[config.mk]
export PLATFORM = sky130hd
export DESIGN_NAME = fit_policy_block_allocator_unit
export DESIGN_NICKNAME = d
export VERILOG_FILES = /design/src/rtl/fpba_pkg.sv /design/src/rtl/fpba_ctrl.sv /design/src/rtl/fpba_dp.sv /design/src/rtl/fit_policy_block_allocator_unit.sv
export SDC_FILE = /design/constraint.sdc
export NUM_CORES = 2
export LEC_CHECK = 0
export BUFFER_PORTS_ARGS = -buffer_cell sky130_fd_sc_hd__buf_2
export CORE_MARGIN = 3
export CORE_UTILIZATION = 40
export DETAILED_ROUTE_END_ITERATION = 16
export GPL_TIMING_DRIVEN = 1
export PLACE_DENSITY = 0.55
export SYNTH_ARGS = -nofsm -noshare
export SYNTH_HDL_FRONTEND = slang
export SYNTH_SLANG_ARGS = --single-unit
[constraint.sdc]
create_clock -name clk -period 8.1 [get_ports clk]
set_input_delay 1.215 -clock clk [delete_from_list [all_inputs] [get_ports clk]]
set_output_delay 1.215 -clock clk [all_outputs]
set_load 0.02 [all_outputs]
[src/rtl/fpba_pkg.sv]
// shared types, constants and codes for the fit policy block allocator
package fpba_pkg;

	localparam int MAX_BLOCKS   = 64;
	localparam int HEADER_BYTES = 16;
	localparam int ALIGN_BYTES  = 4;
	localparam int IDX_W        = $clog2(MAX_BLOCKS);
	localparam int CNT_W        = IDX_W + 1;
	localparam int ADDR_W       = 16;
	localparam int LEN_W        = 17;
	localparam int NEED_W       = LEN_W + 1;
	localparam logic [LEN_W-1:0] POOL_MAX   = 17'd65536;
	localparam logic [LEN_W-1:0] POOL_RESET = 17'd4096;
	localparam logic [LEN_W-1:0] POOL_MIN   = LEN_W'(HEADER_BYTES + 4);

	localparam logic [1:0] ACT_ALLOC = 2'd0;
	localparam logic [1:0] ACT_FREE  = 2'd1;
	localparam logic [1:0] ACT_COUNT = 2'd2;
	localparam logic [1:0] ACT_NONE  = 2'd3;

	localparam logic [2:0] ST_OK       = 3'd0;
	localparam logic [2:0] ST_ZERO     = 3'd1;
	localparam logic [2:0] ST_NOSPACE  = 3'd2;
	localparam logic [2:0] ST_NOTFOUND = 3'd3;
	localparam logic [2:0] ST_FULL     = 3'd4;

	localparam logic REG_POOL   = 1'b0;
	localparam logic REG_POLICY = 1'b1;

	typedef struct packed {
		logic [1:0]        action;
		logic [LEN_W-1:0]  request_size;
		logic [ADDR_W-1:0] address;
	} req_t;

	typedef struct packed {
		logic [2:0]        status;
		logic [ADDR_W-1:0] address_out;
		logic [6:0]        fragment_count;
	} rsp_t;

	typedef struct packed {
		logic [ADDR_W-1:0] off;
		logic [LEN_W-1:0]  len;
		logic              used;
	} entry_t;

	typedef enum logic [3:0] {
		S_INIT, S_IDLE, S_CHECK, S_SCAN, S_DECIDE,
		S_SHIFT_UP, S_SPLIT_HI, S_SPLIT_LO, S_SHIFT_DN, S_DONE
	} state_t;

	typedef enum logic [3:0] {
		CMD_NONE, CMD_INIT, CMD_CHECK, CMD_SCAN, CMD_DECIDE,
		CMD_SHIFT_UP, CMD_SPLIT_HI, CMD_SPLIT_LO, CMD_SHIFT_DN
	} op_t;

	typedef struct packed {
		op_t  op;
		logic load;
	} cmd_t;

	typedef struct packed {
		logic immediate;
		logic scan_done;
		logic shift_done;
		logic go_up;
		logic go_dn;
	} sts_t;

endpackage

[src/rtl/fpba_ctrl.sv]
// controller state machine sequencing scan, shift and split steps
module fpba_ctrl (
	input  logic           clk,
	input  logic           arst_n,
	input  logic           start,
	input  logic           cfg_init,
	input  fpba_pkg::sts_t sts,
	output fpba_pkg::cmd_t cmd,
	output logic           busy,
	output logic           done
);

	fpba_pkg::state_t state_q, state_d;

	always_ff @(posedge clk or negedge arst_n) begin
		if (!arst_n) begin
			state_q <= fpba_pkg::S_INIT;
		end else begin
			state_q <= state_d;
		end
	end

	always_comb begin
		state_d = state_q;
		if (cfg_init) begin
			state_d = fpba_pkg::S_INIT;
		end else begin
			unique case (state_q)
				fpba_pkg::S_INIT:     state_d = fpba_pkg::S_IDLE;
				fpba_pkg::S_IDLE:     if (start) state_d = fpba_pkg::S_CHECK;
				fpba_pkg::S_CHECK: begin
					state_d = sts.immediate ? fpba_pkg::S_DONE : fpba_pkg::S_SCAN;
				end
				fpba_pkg::S_SCAN:     if (sts.scan_done) state_d = fpba_pkg::S_DECIDE;
				fpba_pkg::S_DECIDE: begin
					if (sts.go_up) state_d = fpba_pkg::S_SHIFT_UP;
					else if (sts.go_dn) state_d = fpba_pkg::S_SHIFT_DN;
					else state_d = fpba_pkg::S_DONE;
				end
				fpba_pkg::S_SHIFT_UP: if (sts.shift_done) state_d = fpba_pkg::S_SPLIT_HI;
				fpba_pkg::S_SPLIT_HI: state_d = fpba_pkg::S_SPLIT_LO;
				fpba_pkg::S_SPLIT_LO: state_d = fpba_pkg::S_DONE;
				fpba_pkg::S_SHIFT_DN: if (sts.shift_done) state_d = fpba_pkg::S_DONE;
				fpba_pkg::S_DONE:     state_d = fpba_pkg::S_IDLE;
				default:              state_d = fpba_pkg::S_INIT;
			endcase
		end
	end

	always_comb begin
		cmd.op   = fpba_pkg::CMD_NONE;
		cmd.load = 1'b0;
		busy     = 1'b1;
		done     = 1'b0;
		unique case (state_q)
			fpba_pkg::S_INIT:     cmd.op = fpba_pkg::CMD_INIT;
			fpba_pkg::S_IDLE: begin
				busy     = 1'b0;
				cmd.load = start;
			end
			fpba_pkg::S_CHECK:    cmd.op = fpba_pkg::CMD_CHECK;
			fpba_pkg::S_SCAN:     cmd.op = fpba_pkg::CMD_SCAN;
			fpba_pkg::S_DECIDE:   cmd.op = fpba_pkg::CMD_DECIDE;
			fpba_pkg::S_SHIFT_UP: cmd.op = fpba_pkg::CMD_SHIFT_UP;
			fpba_pkg::S_SPLIT_HI: cmd.op = fpba_pkg::CMD_SPLIT_HI;
			fpba_pkg::S_SPLIT_LO: cmd.op = fpba_pkg::CMD_SPLIT_LO;
			fpba_pkg::S_SHIFT_DN: cmd.op = fpba_pkg::CMD_SHIFT_DN;
			fpba_pkg::S_DONE:     done = 1'b1;
			default:              cmd.op = fpba_pkg::CMD_NONE;
		endcase
	end

endmodule

[src/rtl/fpba_dp.sv]
// datapath: block table memory, scan unit, shift pipeline and result register
module fpba_dp (
	input  logic                       clk,
	input  logic                       arst_n,
	input  fpba_pkg::cmd_t             cmd,
	input  fpba_pkg::req_t             req,
	input  logic [fpba_pkg::LEN_W-1:0] pool,
	input  logic                       policy,
	output fpba_pkg::sts_t             sts,
	output fpba_pkg::rsp_t             rsp
);

	localparam int IW = fpba_pkg::IDX_W;
	localparam int CW = fpba_pkg::CNT_W;
	localparam int NW = fpba_pkg::NEED_W;

	fpba_pkg::entry_t mem [fpba_pkg::MAX_BLOCKS];
	fpba_pkg::entry_t rdata;
	logic             mem_we;
	logic [IW-1:0]    mem_wa, mem_ra;
	fpba_pkg::entry_t mem_wd;

	fpba_pkg::req_t   req_q;
	fpba_pkg::rsp_t   rsp_q;
	logic [CW-1:0]    total_q, rd_q;
	logic             v_s1, more_q, found_q, prv_ok_q, nxt_ok_q;
	logic [IW-1:0]    idx_s1, pick_q;
	logic [fpba_pkg::LEN_W-1:0]  pick_len_q;
	logic [fpba_pkg::ADDR_W-1:0] pick_off_q;
	fpba_pkg::entry_t prev_q, prv_q, nxt_q;
	logic [1:0]       r_q;
	logic [6:0]       cnt_q;

	logic [NW-1:0]    rnd, need;
	logic [NW:0]      need_hdr;
	logic [NW-1:0]    limit;
	logic [fpba_pkg::ADDR_W-1:0] target;
	logic             is_alloc, is_free, is_count;
	logic             fits, better, match, exact, full, pf, nf, re_up, re_dn;
	logic [1:0]       r_d;
	logic [CW-1:0]    d_idx;
	logic [fpba_pkg::LEN_W-1:0] mlen;

	always_ff @(posedge clk) begin
		if (mem_we) mem[mem_wa] <= mem_wd;
		rdata <= mem[mem_ra];
	end

	assign is_alloc = req_q.action == fpba_pkg::ACT_ALLOC;
	assign is_free  = req_q.action == fpba_pkg::ACT_FREE;
	assign is_count = req_q.action == fpba_pkg::ACT_COUNT;

	assign rnd      = ({1'b0, req_q.request_size} + NW'(fpba_pkg::ALIGN_BYTES - 1))
	                  & ~NW'(fpba_pkg::ALIGN_BYTES - 1);
	assign need     = rnd + NW'(fpba_pkg::HEADER_BYTES);
	assign need_hdr = {1'b0, need} + (NW+1)'(fpba_pkg::HEADER_BYTES);
	assign limit    = {1'b0, req_q.request_size} + NW'(fpba_pkg::HEADER_BYTES);
	assign target   = req_q.address - fpba_pkg::ADDR_W'(fpba_pkg::HEADER_BYTES);

	assign fits   = !rdata.used && (({2'b0, rdata.len} > need_hdr) || ({1'b0, rdata.len} == need));
	assign better = policy ? (rdata.len > pick_len_q) : (rdata.len < pick_len_q);
	assign match  = rdata.used && (rdata.off == target);
	assign exact  = {1'b0, pick_len_q} == need;
	assign full   = total_q == CW'(fpba_pkg::MAX_BLOCKS);
	assign pf     = prv_ok_q && !prv_q.used;
	assign nf     = nxt_ok_q && !nxt_q.used;
	assign r_d    = {1'b0, pf} + {1'b0, nf};
	assign d_idx  = pf ? {1'b0, pick_q} : ({1'b0, pick_q} + CW'(1));
	assign mlen   = pick_len_q + (pf ? prv_q.len : '0) + (nf ? nxt_q.len : '0);
	assign re_up  = more_q;
	assign re_dn  = rd_q < total_q;

	always_comb begin
		sts.immediate  = (req_q.action == fpba_pkg::ACT_NONE)
		                 || (is_alloc && req_q.request_size == '0)
		                 || (is_free && req_q.address < fpba_pkg::ADDR_W'(fpba_pkg::HEADER_BYTES));
		sts.scan_done  = !re_dn && !v_s1;
		sts.shift_done = (cmd.op == fpba_pkg::CMD_SHIFT_UP) ? (!re_up && !v_s1) : (!re_dn && !v_s1);
		sts.go_up      = is_alloc && found_q && !exact && !full;
		sts.go_dn      = is_free && found_q && r_d != 2'd0;
	end

	always_comb begin
		mem_we = 1'b0;
		mem_wa = '0;
		mem_wd = '0;
		mem_ra = rd_q[IW-1:0];
		unique case (cmd.op)
			fpba_pkg::CMD_INIT: begin
				mem_we = pool > fpba_pkg::POOL_MIN;
				mem_wd = '{off: '0, len: pool, used: 1'b0};
			end
			fpba_pkg::CMD_DECIDE: begin
				if (is_alloc && found_q && exact) begin
					mem_we = 1'b1;
					mem_wa = pick_q;
					mem_wd = '{off: pick_off_q, len: pick_len_q, used: 1'b1};
				end else if (is_free && found_q) begin
					mem_we = 1'b1;
					mem_wa = pf ? (pick_q - IW'(1)) : pick_q;
					mem_wd = '{off: (pf ? prv_q.off : pick_off_q), len: mlen, used: 1'b0};
				end
			end
			fpba_pkg::CMD_SHIFT_UP: begin
				mem_we = v_s1;
				mem_wa = idx_s1 + IW'(1);
				mem_wd = rdata;
			end
			fpba_pkg::CMD_SHIFT_DN: begin
				mem_we = v_s1;
				mem_wa = idx_s1 - IW'(r_q);
				mem_wd = rdata;
			end
			fpba_pkg::CMD_SPLIT_HI: begin
				mem_we = 1'b1;
				mem_wa = pick_q + IW'(1);
				mem_wd = '{off: pick_off_q + need[fpba_pkg::ADDR_W-1:0],
				           len: pick_len_q - need[fpba_pkg::LEN_W-1:0], used: 1'b0};
			end
			fpba_pkg::CMD_SPLIT_LO: begin
				mem_we = 1'b1;
				mem_wa = pick_q;
				mem_wd = '{off: pick_off_q, len: need[fpba_pkg::LEN_W-1:0], used: 1'b1};
			end
			default: mem_we = 1'b0;
		endcase
	end

	// control state
	always_ff @(posedge clk or negedge arst_n) begin
		if (!arst_n) begin
			total_q  <= '0;
			rd_q     <= '0;
			v_s1     <= 1'b0;
			more_q   <= 1'b0;
			found_q  <= 1'b0;
			prv_ok_q <= 1'b0;
			nxt_ok_q <= 1'b0;
		end else begin
			case (cmd.op)
				fpba_pkg::CMD_INIT: begin
					total_q <= (pool > fpba_pkg::POOL_MIN) ? CW'(1) : '0;
					v_s1    <= 1'b0;
				end
				fpba_pkg::CMD_CHECK: begin
					rd_q     <= '0;
					v_s1     <= 1'b0;
					found_q  <= 1'b0;
					prv_ok_q <= 1'b0;
					nxt_ok_q <= 1'b0;
				end
				fpba_pkg::CMD_SCAN: begin
					v_s1 <= re_dn;
					if (re_dn) rd_q <= rd_q + CW'(1);
					if (v_s1) begin
						if (is_alloc && fits) found_q <= 1'b1;
						if (is_free && match && !found_q) begin
							found_q  <= 1'b1;
							prv_ok_q <= idx_s1 != '0;
						end
						if (is_free && found_q && !nxt_ok_q && idx_s1 == pick_q + IW'(1))
							nxt_ok_q <= 1'b1;
					end
				end
				fpba_pkg::CMD_DECIDE: begin
					v_s1 <= 1'b0;
					if (is_alloc) begin
						rd_q   <= total_q - CW'(1);
						more_q <= total_q > ({1'b0, pick_q} + CW'(1));
					end else begin
						rd_q <= d_idx + CW'(r_d);
					end
				end
				fpba_pkg::CMD_SHIFT_UP: begin
					v_s1 <= re_up;
					if (re_up) begin
						rd_q   <= rd_q - CW'(1);
						more_q <= rd_q > ({1'b0, pick_q} + CW'(1));
					end
				end
				fpba_pkg::CMD_SHIFT_DN: begin
					v_s1 <= re_dn;
					if (re_dn) rd_q <= rd_q + CW'(1);
					if (!re_dn && !v_s1) total_q <= total_q - CW'(r_q);
				end
				fpba_pkg::CMD_SPLIT_LO: total_q <= total_q + CW'(1);
				default: v_s1 <= 1'b0;
			endcase
		end
	end

	// payload registers
	always_ff @(posedge clk) begin
		if (cmd.load) req_q <= req;
		if ((cmd.op == fpba_pkg::CMD_SCAN && re_dn) || (cmd.op == fpba_pkg::CMD_SHIFT_UP && re_up)
		    || (cmd.op == fpba_pkg::CMD_SHIFT_DN && re_dn))
			idx_s1 <= rd_q[IW-1:0];
		case (cmd.op)
			fpba_pkg::CMD_CHECK: begin
				cnt_q                <= '0;
				rsp_q.address_out    <= '0;
				rsp_q.fragment_count <= '0;
				if (is_alloc && req_q.request_size == '0) rsp_q.status <= fpba_pkg::ST_ZERO;
				else if (is_free) rsp_q.status <= fpba_pkg::ST_NOTFOUND;
				else rsp_q.status <= fpba_pkg::ST_OK;
			end
			fpba_pkg::CMD_SCAN: begin
				if (v_s1) begin
					prev_q <= rdata;
					if (is_count && !rdata.used && limit > {1'b0, rdata.len})
						cnt_q <= cnt_q + 7'd1;
					if ((is_alloc && fits && (!found_q || better)) ||
					    (is_free && match && !found_q)) begin
						pick_q     <= idx_s1;
						pick_len_q <= rdata.len;
						pick_off_q <= rdata.off;
						prv_q      <= prev_q;
					end
					if (is_free && found_q && !nxt_ok_q && idx_s1 == pick_q + IW'(1))
						nxt_q <= rdata;
				end
			end
			fpba_pkg::CMD_DECIDE: begin
				r_q <= r_d;
				if (is_alloc) begin
					if (!found_q) rsp_q.status <= fpba_pkg::ST_NOSPACE;
					else if (!exact && full) rsp_q.status <= fpba_pkg::ST_FULL;
					else begin
						rsp_q.status      <= fpba_pkg::ST_OK;
						rsp_q.address_out <= pick_off_q + fpba_pkg::ADDR_W'(fpba_pkg::HEADER_BYTES);
					end
				end else if (is_free) begin
					rsp_q.status <= found_q ? fpba_pkg::ST_OK : fpba_pkg::ST_NOTFOUND;
				end else begin
					rsp_q.fragment_count <= cnt_q;
				end
			end
			default: rsp_q <= rsp_q;
		endcase
	end

	assign rsp = rsp_q;

endmodule

[src/rtl/fit_policy_block_allocator_unit.sv]
// top level: configuration registers, controller and datapath of the block allocator
// throughput: one beat at a time; allocate, free and count each make a
//   one-entry-per-cycle pass over the block table memory
// reset: asynchronous; pool 4096, best fit, table rebuilt in the init state (also after pool write)
// the result strobe lasts one cycle and cannot be held off
module fit_policy_block_allocator_unit (
	input  logic           clk,
	input  logic           arst_n,
	input  logic           start,
	input  fpba_pkg::req_t request,
	output logic           busy,
	output logic           done,
	output fpba_pkg::rsp_t result,
	input  logic           psel,
	input  logic           penable,
	input  logic           pwrite,
	input  logic [2:0]     paddr,
	input  logic [31:0]    pwdata,
	output logic [31:0]    prdata,
	output logic           pready
);

	logic [fpba_pkg::LEN_W-1:0] pool_q;
	logic                       policy_q;
	logic                       wr, cfg_init;
	fpba_pkg::cmd_t             cmd;
	fpba_pkg::sts_t             sts;

	assign pready   = 1'b1;
	assign wr       = psel && penable && pwrite;
	assign cfg_init = wr && (paddr[2] == fpba_pkg::REG_POOL);

	always_ff @(posedge clk or negedge arst_n) begin
		if (!arst_n) begin
			pool_q   <= fpba_pkg::POOL_RESET;
			policy_q <= 1'b0;
		end else if (wr) begin
			unique case (paddr[2])
				fpba_pkg::REG_POOL: begin
					pool_q <= (pwdata[16:0] > fpba_pkg::POOL_MAX) ? fpba_pkg::POOL_MAX
					                                              : pwdata[16:0];
				end
				fpba_pkg::REG_POLICY: policy_q <= pwdata[0];
				default: policy_q <= policy_q;
			endcase
		end
	end

	assign prdata = (paddr[2] == fpba_pkg::REG_POLICY) ? {31'd0, policy_q} : {15'd0, pool_q};

	fpba_ctrl u_ctrl (
		.clk      (clk),
		.arst_n   (arst_n),
		.start    (start),
		.cfg_init (cfg_init),
		.sts      (sts),
		.cmd      (cmd),
		.busy     (busy),
		.done     (done)
	);

	fpba_dp u_dp (
		.clk    (clk),
		.arst_n (arst_n),
		.cmd    (cmd),
		.req    (request),
		.pool   (pool_q),
		.policy (policy_q),
		.sts    (sts),
		.rsp    (result)
	);

`ifndef SYNTHESIS
	a_accept_busy: assert property (@(posedge clk) disable iff (!arst_n)
		start && !busy |=> busy) else $error("accepted beat did not raise busy");
	a_done_single: assert property (@(posedge clk) disable iff (!arst_n)
		done |=> !done) else $error("result strobe longer than one cycle");
	a_done_busy: assert property (@(posedge clk) disable iff (!arst_n)
		done |-> busy) else $error("result strobe while idle");
	a_alloc_addr: assert property (@(posedge clk) disable iff (!arst_n)
		done && result.status != fpba_pkg::ST_OK |-> result.address_out == '0)
		else $error("address on failed result");
`endif

endmodule
# Word level (Yosys, flattened, before mapping)
# Memory sizes are Yosys's and may differ from the RTL's. A register that Yosys moved wholly into a read port is not among the register bits.
# Cells that the tools add are included.
dict set report word_totals {
  in_bits 76
  memories 1
  regBits 242
  ramBits 2176
  out_inout_bits 61
  elab_cells 254
}
dict set report classes {
  magnitude_cmp 10
  mux 70
  addsub 23
  reduce_logical 76
  bitwise_logic 1
  eq_ne 43
}
# name words word_bits rd rd_ports_with_merged_regs wr line_no
set mem_list {}
lappend mem_list {u_dp.mem 64 34 1 1 1 fpba_dp.sv:17} ;# fpba_pkg::entry_t mem [fpba_pkg::MAX_BLOCKS];
# operator count
set op_table {}
lappend op_table {{$pmux 34 s5} 1}
lappend op_table {{$mux 17} 4}
lappend op_table {{$mux 34} 2}
lappend op_table {{$mux 16} 4}
lappend op_table {{$mux 7} 9}
lappend op_table {{$pmux 26 s2} 1}
lappend op_table {{$eq 17x18->1} 2}
lappend op_table {{$pmux 4 s9} 1}
lappend op_table {{$add 17x17->17} 2}
lappend op_table {{$eq 4x3->1 const B} 8}
lappend op_table {{$pmux 4 s8} 1}
lappend op_table {{$pmux 6 s5} 1}
lappend op_table {{$logic_and 1x1->1} 29}
lappend op_table {{$mux 4} 7}
lappend op_table {{$pmux 7 s4} 1}
lappend op_table {{$reduce_and 3->1} 8}
lappend op_table {{$add 7x1->7 const B} 3}
lappend op_table {{$pmux 7 s3} 1}
lappend op_table {{$mux 1} 20}
lappend op_table {{$add 18x5->19 const B} 1}
lappend op_table {{$gt 17x19->1} 1}
lappend op_table {{$add 17x2->18 const B} 1}
lappend op_table {{$add 17x5->18 const B} 1}
lappend op_table {{$add 18x5->18 const B} 1}
lappend op_table {{52 further kinds} 113}

# Logic depth before layout (Yosys ltp)
dict set report depth {
  ltp_word 11
  depth_mapped 22
  ltp_nobuf 21
}

# Hierarchy
# A second synthesis with hierarchy kept.
dict set report unflattened {
  cells_unflattened 4953
  area_unflattened_um2 100894.3
}
# module area_each_um2 cells_per_inst instances seq_area_each_um2
set by_module_without_submodules {}
lappend by_module_without_submodules {fpba_dp 99360.3 4803 1 72534.6}
lappend by_module_without_submodules {fit_policy_block_allocator_unit 1137.3 103 1 451.7}
lappend by_module_without_submodules {fpba_ctrl 396.6 47 1 100.1}

# Worst setup path before layout
# No wires, ideal clock.
dict set report synth_timing {
  path_type {reg2reg}
  startpoint {reg u_dp.req_q[17] (netlist bit)}
  endpoint {reg u_dp.pick_len_q[0] (netlist bit) (enable)}
  path_slack_ns -0.347
  setup_time_ns 0.548
  arrival_time_ns 7.899
  stages_incl_launch_ff 21
  path_buffers 1
  t_required_ns 7.552
  period_less_slack_ns 8.447
  path_cell_list {edfxtp_1 -> o211ai_2 -> buf_4 -> xnor2_1 -> ha_1 -> inv_1 -> o311a_1 -> xor2_1 -> inv_2 -> or3_1 -> or3_1 -> nor2_1 -> nand3_1 -> xor2_1 -> ha_1 -> nand4_1 -> or4_1 -> o22ai_1 -> nor3_1 -> a221oi_1 -> a31oi_1}
}
dict set report synth_via {
  elab_chain_len 10
  word_cells_on_any_way 11
  cone_classes {add/sub (3); order compare (1); eq/ne (1); reduce/logical (6)}
}
# element line_no
set synth_rtl {}
lappend synth_rtl {{from (decl)} fpba_dp.sv:23} ;# fpba_pkg::req_t req_q;
lappend synth_rtl {{from (signal assigned)} fpba_dp.sv:194} ;# if (cmd.load) req_q <= req;
lappend synth_rtl {{$add 17x2->18 (*)} fpba_dp.sv:53} ;# assign rnd = ({1'b0, req_q.request_size} + NW'(fpba_pkg::ALIGN_BYTES - 1))
lappend synth_rtl {{$add 18x5->18 (*)} fpba_dp.sv:55} ;# assign need = rnd + NW'(fpba_pkg::HEADER_BYTES);
lappend synth_rtl {{$add 18x5->19} fpba_dp.sv:56} ;# assign need_hdr = {1'b0, need} + (NW+1)'(fpba_pkg::HEADER_BYTES);
lappend synth_rtl {{$gt 17x19->1} fpba_dp.sv:60} ;# assign fits = !rdata.used && (({2'b0, rdata.len} > need_hdr) || ({1'b0, rdata.len} == need));
lappend synth_rtl {{$logic_or 1x1->1 (*)} fpba_dp.sv:60}
lappend synth_rtl {{$logic_and 1x1->1 (*)} fpba_dp.sv:60}
lappend synth_rtl {{$logic_and 1x1->1 (*) (2 in a row)} fpba_dp.sv:212} ;# if ((is_alloc && fits && (!found_q || better)) ||
lappend synth_rtl {{$logic_or 1x1->1 (*)} fpba_dp.sv:212}
lappend synth_rtl {{$reduce_and 3->1 (no line) (*)} --}
lappend synth_rtl {{to (signal assigned)} fpba_dp.sv:215} ;# pick_len_q <= rdata.len;
lappend synth_rtl {{to (decl)} fpba_dp.sv:28} ;# logic [fpba_pkg::LEN_W-1:0] pick_len_q;
# Mark *: on every way between the ends. The rest lies on a longest branch, timed or not.
# A chain may end at the register's enable or synchronous reset.

# Worst setup path after layout
dict set report layout_timing {
  startpoint {reg u_dp.req_q[18] (netlist bit)}
  endpoint {mem u_dp.mem[16][11] (netlist bit) (enable)}
}
dict set report layout_via {
  elab_chain_len 8
  word_cells_on_any_way 10
  cone_classes {add/sub (2); eq/ne (1); mux (6); reduce/logical (1)}
}
# element line_no
set layout_rtl {}
lappend layout_rtl {{$add 17x2->18 (*)} fpba_dp.sv:53}
lappend layout_rtl {{$add 18x5->18 (*)} fpba_dp.sv:55}
lappend layout_rtl {{$eq 17x18->1 (*)} fpba_dp.sv:63} ;# assign exact = {1'b0, pick_len_q} == need;
lappend layout_rtl {{$logic_and 1x1->1 (*)} fpba_dp.sv:94} ;# if (is_alloc && found_q && exact) begin
lappend layout_rtl {{$mux 1} fpba_dp.sv:94}
lappend layout_rtl {{$pmux 1 s4} fpba_dp.sv:88} ;# unique case (cmd.op)
lappend layout_rtl {{$mux 1} fpba_dp.sv:45} ;# if (mem_we) mem[mem_wa] <= mem_wd;
lappend layout_rtl {{$mux 1 (not written as such)} fpba_dp.sv:45}
lappend layout_rtl {{to (decl)} fpba_dp.sv:17}
# Marks and branches as above.

==> impl_metrics.toml <==
[outcome]
status = "completed"

[drt]
ant_nets = 0
routedWlPerCell_um = 28.9
finalWirelength_mm = 254
drc = 0
viasPerCell = 5.65
first_pass_iters = 6
vias = 49800
drt_iter0_drc = 4993

[sta]
hold_viol = 0
rsz0062_at_grt = "false"
drv_slew = 0
relSlewSlack = 0.127
finalCritPeriodShare = 0.903
setup_tns_ns = 0
holdWs_ns = 0.400
period_needed_ns = 7.31
setup_violations = 0
worst_pin_slew_ns = 1.31
max_clock_freq_ghz = 0.137
finClkSkew_ns = 0.111

[grt]
overflow = 0
grtUsageTotal = 0.197
grt_pass1_wl_mm = 369
antenna_found_initial = 21
grt_max_degree = 137
grt_pass1_vias = 51100

[critical_path]
cp_cell_sequence = "o21ai_1 -> nor2_4 -> nand2_1 -> xnor2_1 -> ha_1 -> inv_1 -> o311a_1 -> or2_2 -> nor2_1 -> xnor2_1 -> inv_1 -> ha_1 -> nand2_1 -> or4_1 -> nor4_2 -> o311a_2 -> a211oi_1 -> a211oi_1 -> o211ai_1 -> buf_4 -> nor2_4 -> buf_12"
crit_buf_inv = 4
crit_path_end_kind = "flip-flop"
setup.worst_path.start_class = "flip-flop"
slowest_delay_ns = 0.55
rrSetupSlack_ns = 0.79
crit_arrival_ns = 7.89
path_delay_family = "simple AND/OR/NAND/NOR gates"
cp.required_ns = 8.67
crit_fanout = 19
worstSetupPathType = "flip-flop to flip-flop"
crit_slowest_cell = "nor4_2"

[clock_network]
cts.repair.resized = 0
tritoncts = "built"
clockRootBuffer = "clkbuf_16"
cts_htree_levels = 5
cts_max_path_buffers = 4
postCtsHoldBufs = 0
clk_transition_reported_paths_ns = 0.06
cts_buffers = 276
post_cts_buffers = 0
clk_latency_ns = 0.92
cts_num_sinks = 2452

[yosys]
synth_edf_count = 2377
synth.top_cell.area_share = 0.709
synthArstFlopShare = 0.0167
synth_top_family_by_area = "multiplexers"
synth_area_leaders = "edfxtp_1 71%, mux4_2 16%, ha_1 1.8%"
synth.most_common_cell = "edfxtp_1"
synth-xor-area-share = 0.0149
netlist_area_sq_mm = 0.101
ys_ff_latch = 2452
yosys.cell_types.count = 99
synthAdderAreaFrac = 0.0225
synth_commonest_cells = "2377 x edfxtp_1, 713 x mux4_2, 171 x nor2_1, 147 x nand2_1, 142 x ha_1"
yosys_warnings = 0
seq_area_frac_synth = 0.726
yosys.area_share.simple = 0.0299
syn_inst = 4932
synth_compound_area_frac = 0.0287
synthMuxAreaShare = 0.162
synth-main-ff-cell = "edfxtp_1"
yosysTopAreaCell = "edfxtp_1"
syn_area_per_cell_sq_um = 20.4

[final_layout]
stdcell_area_sq_mm = 0.116
final_cells = 8807
drive_above_1_share = 0.278
syn_to_final_growth_pct = 15.2
num-nets-final = 5516

[floorplanning]
core-area_sq_mm = 0.250
dieArea_sq_mm = 0.258
fp-row-count = 183
ios = 137
start_util = 0.404
fp.dieH_um = 508
die_w_um = 508

[placed_design]
dp.cells = 8327
hpwl_mm = 157
post_dp_cell_area_sq_mm = 0.108
place.port_buffers = 103
gp_congestion = 0.893

[flow_run]
drv_cap = 0

[power_and_ir_drop]
p_switching_mw = 10.5
power_density_mw_per_mm2 = 313
clkPwrFrac = 0.323
internal-power_mw = 25.9
switching_share = 0.289
seq_power_share = 0.443
p_leak_nw = 37.0
finalPower_mw = 36.4
p_comb_frac = 0.233
peakVddDrop_mv = 0.251

[hold_path]
hold_path.class = "flip-flop to flip-flop"
==> per-layer routing <==
| layer | part of all wire | vias up | wire length (um) | track usage |
|---|---|---|---|---|
| met5 | 0.00015 | - | 38 | 0 |
| met4 | 0.023 | 6 | 5730 | 0.0480 |
| met3 | 0.058 | 377 | 14700 | 0.0306 |
| met2 | 0.48 | 1466 | 123000 | 0.316 |
| met1 | 0.44 | 26800 | 111000 | 0.284 |
| li1 | - | 21100 | - | - |
==> area by class of cell <==
cell class	instances	area (sq um)
Fill cell	20800	134000
Sequential cell	2452	73100
Multi-Input combinational cell	2111	27000
Clock buffer	359	7430
Tap cell	3330	4170
Timing Repair Buffer	293	2880
Clock inverter	111	978
Inverter	141	529
Antenna cell	10	25.0
==> worst reg2reg max path, stage by stage, from the launching register on <==
cell	delay (ns)
edfxtp_1	0.47
o21ai_1	0.18
nor2_4	0.25
nand2_1	0.13
xnor2_1	0.22
ha_1	0.27
inv_1	0.06
o311a_1	0.42
or2_2	0.38
nor2_1	0.15
xnor2_1	0.26
inv_1	0.24
ha_1	0.46
nand2_1	0.09
or4_1	0.52
nor4_2	0.55
o311a_2	0.39
a211oi_1	0.17
a211oi_1	0.54
o211ai_1	0.18
buf_4	0.29
nor2_4	0.51
buf_12	0.26
==> through the flow <==
step / utilization / setup slack [ns]
after detailed placement: 0.431 / 0.875
after global placement: 0.431 / 1.03
after floorplan: - / 0.0115
after CTS: 0.465 / 0.845
final: 0.465 / 0.788
after global routing: 0.465 / 0.486
==> layout by cell type, fill, tap and decap left out, types with 24 or more instances in the layout <==
master,synthesis,routed
buf_2,6,103
dfrtp_1,40,34
buf_4,19,115
clkinv_2,0,31
nor2_1,171,108
dfxtp_1,34,34
nand3_1,61,61
nor2_4,1,66
clkbuf_16,0,283
nand2_1,147,144
clkbuf_1,131,70
nor2b_1,32,32
nand4_1,26,26
xor2_1,57,57
a21oi_1,80,78
o21ai_0,95,78
a21o_1,37,37
clkinv_1,1,50
inv_1,139,139
xnor2_1,107,107
mux4_2,713,713
buf_12,0,75
nor4_1,26,24
nor3_1,27,27
edfxtp_1,2377,2377
ha_1,142,142
==> cell families (layout without fill, tap and decap cells) <==
logic type      after synthesis  in the layout
compound gates              417            417
xor+xnor                    167            167
fa+ha+maj                   168            168
buf+inv                     383            904
flops                      2452           2452
mux                         742            742
other cells                   2             26
simple gates                601            601
==> sequential cells by signal (all words and copies together), names as in the netlist, 2 cells and up <==
register         count
u_dp.mem          2176
u_dp.req_q          35
u_dp.prev_q         34
u_dp.prv_q          34
u_dp.rdata          34
u_dp.rsp            26
u_dp.nxt_q          18
pool_q              17
u_dp.pick_len_q     17
u_dp.pick_off_q     16
u_dp.cnt_q           7
u_dp.rd_q            7
u_dp.total_q         7
u_dp.idx_s1          6
u_dp.pick_q          6
u_ctrl.state_q       4
u_dp.r_q             2
==> path summary, 6_finish.rpt <==
check                                 from                 to  cells past startpoint
setup / recovery            u_dp.req_q[18]   u_dp.mem[16][11]                     22
hold / removal             u_dp.prev_q[28]     u_dp.prv_q[28]                      0
setup reg to reg            u_dp.req_q[18]   u_dp.mem[16][11]                     22
hold reg to reg            u_dp.prev_q[28]     u_dp.prv_q[28]                      0
max in group asynchronous           arst_n       u_dp.rd_q[3]                      2
min in group asynchronous           arst_n  u_ctrl.state_q[2]                      2
==> power groups by stage <==
stage,Sequential [mW],Combinational (mW),Clock [mW]
after floorplan,16.2,5.34,0
after global placement,16.4,8.44,0
after detailed placement,16.4,8.57,0
after CTS,16.1,8.60,12.1
after global routing,16.2,9.14,12.6
final,16.1,8.49,11.8
No activity file was read; power rests on OpenSTA's default activity.
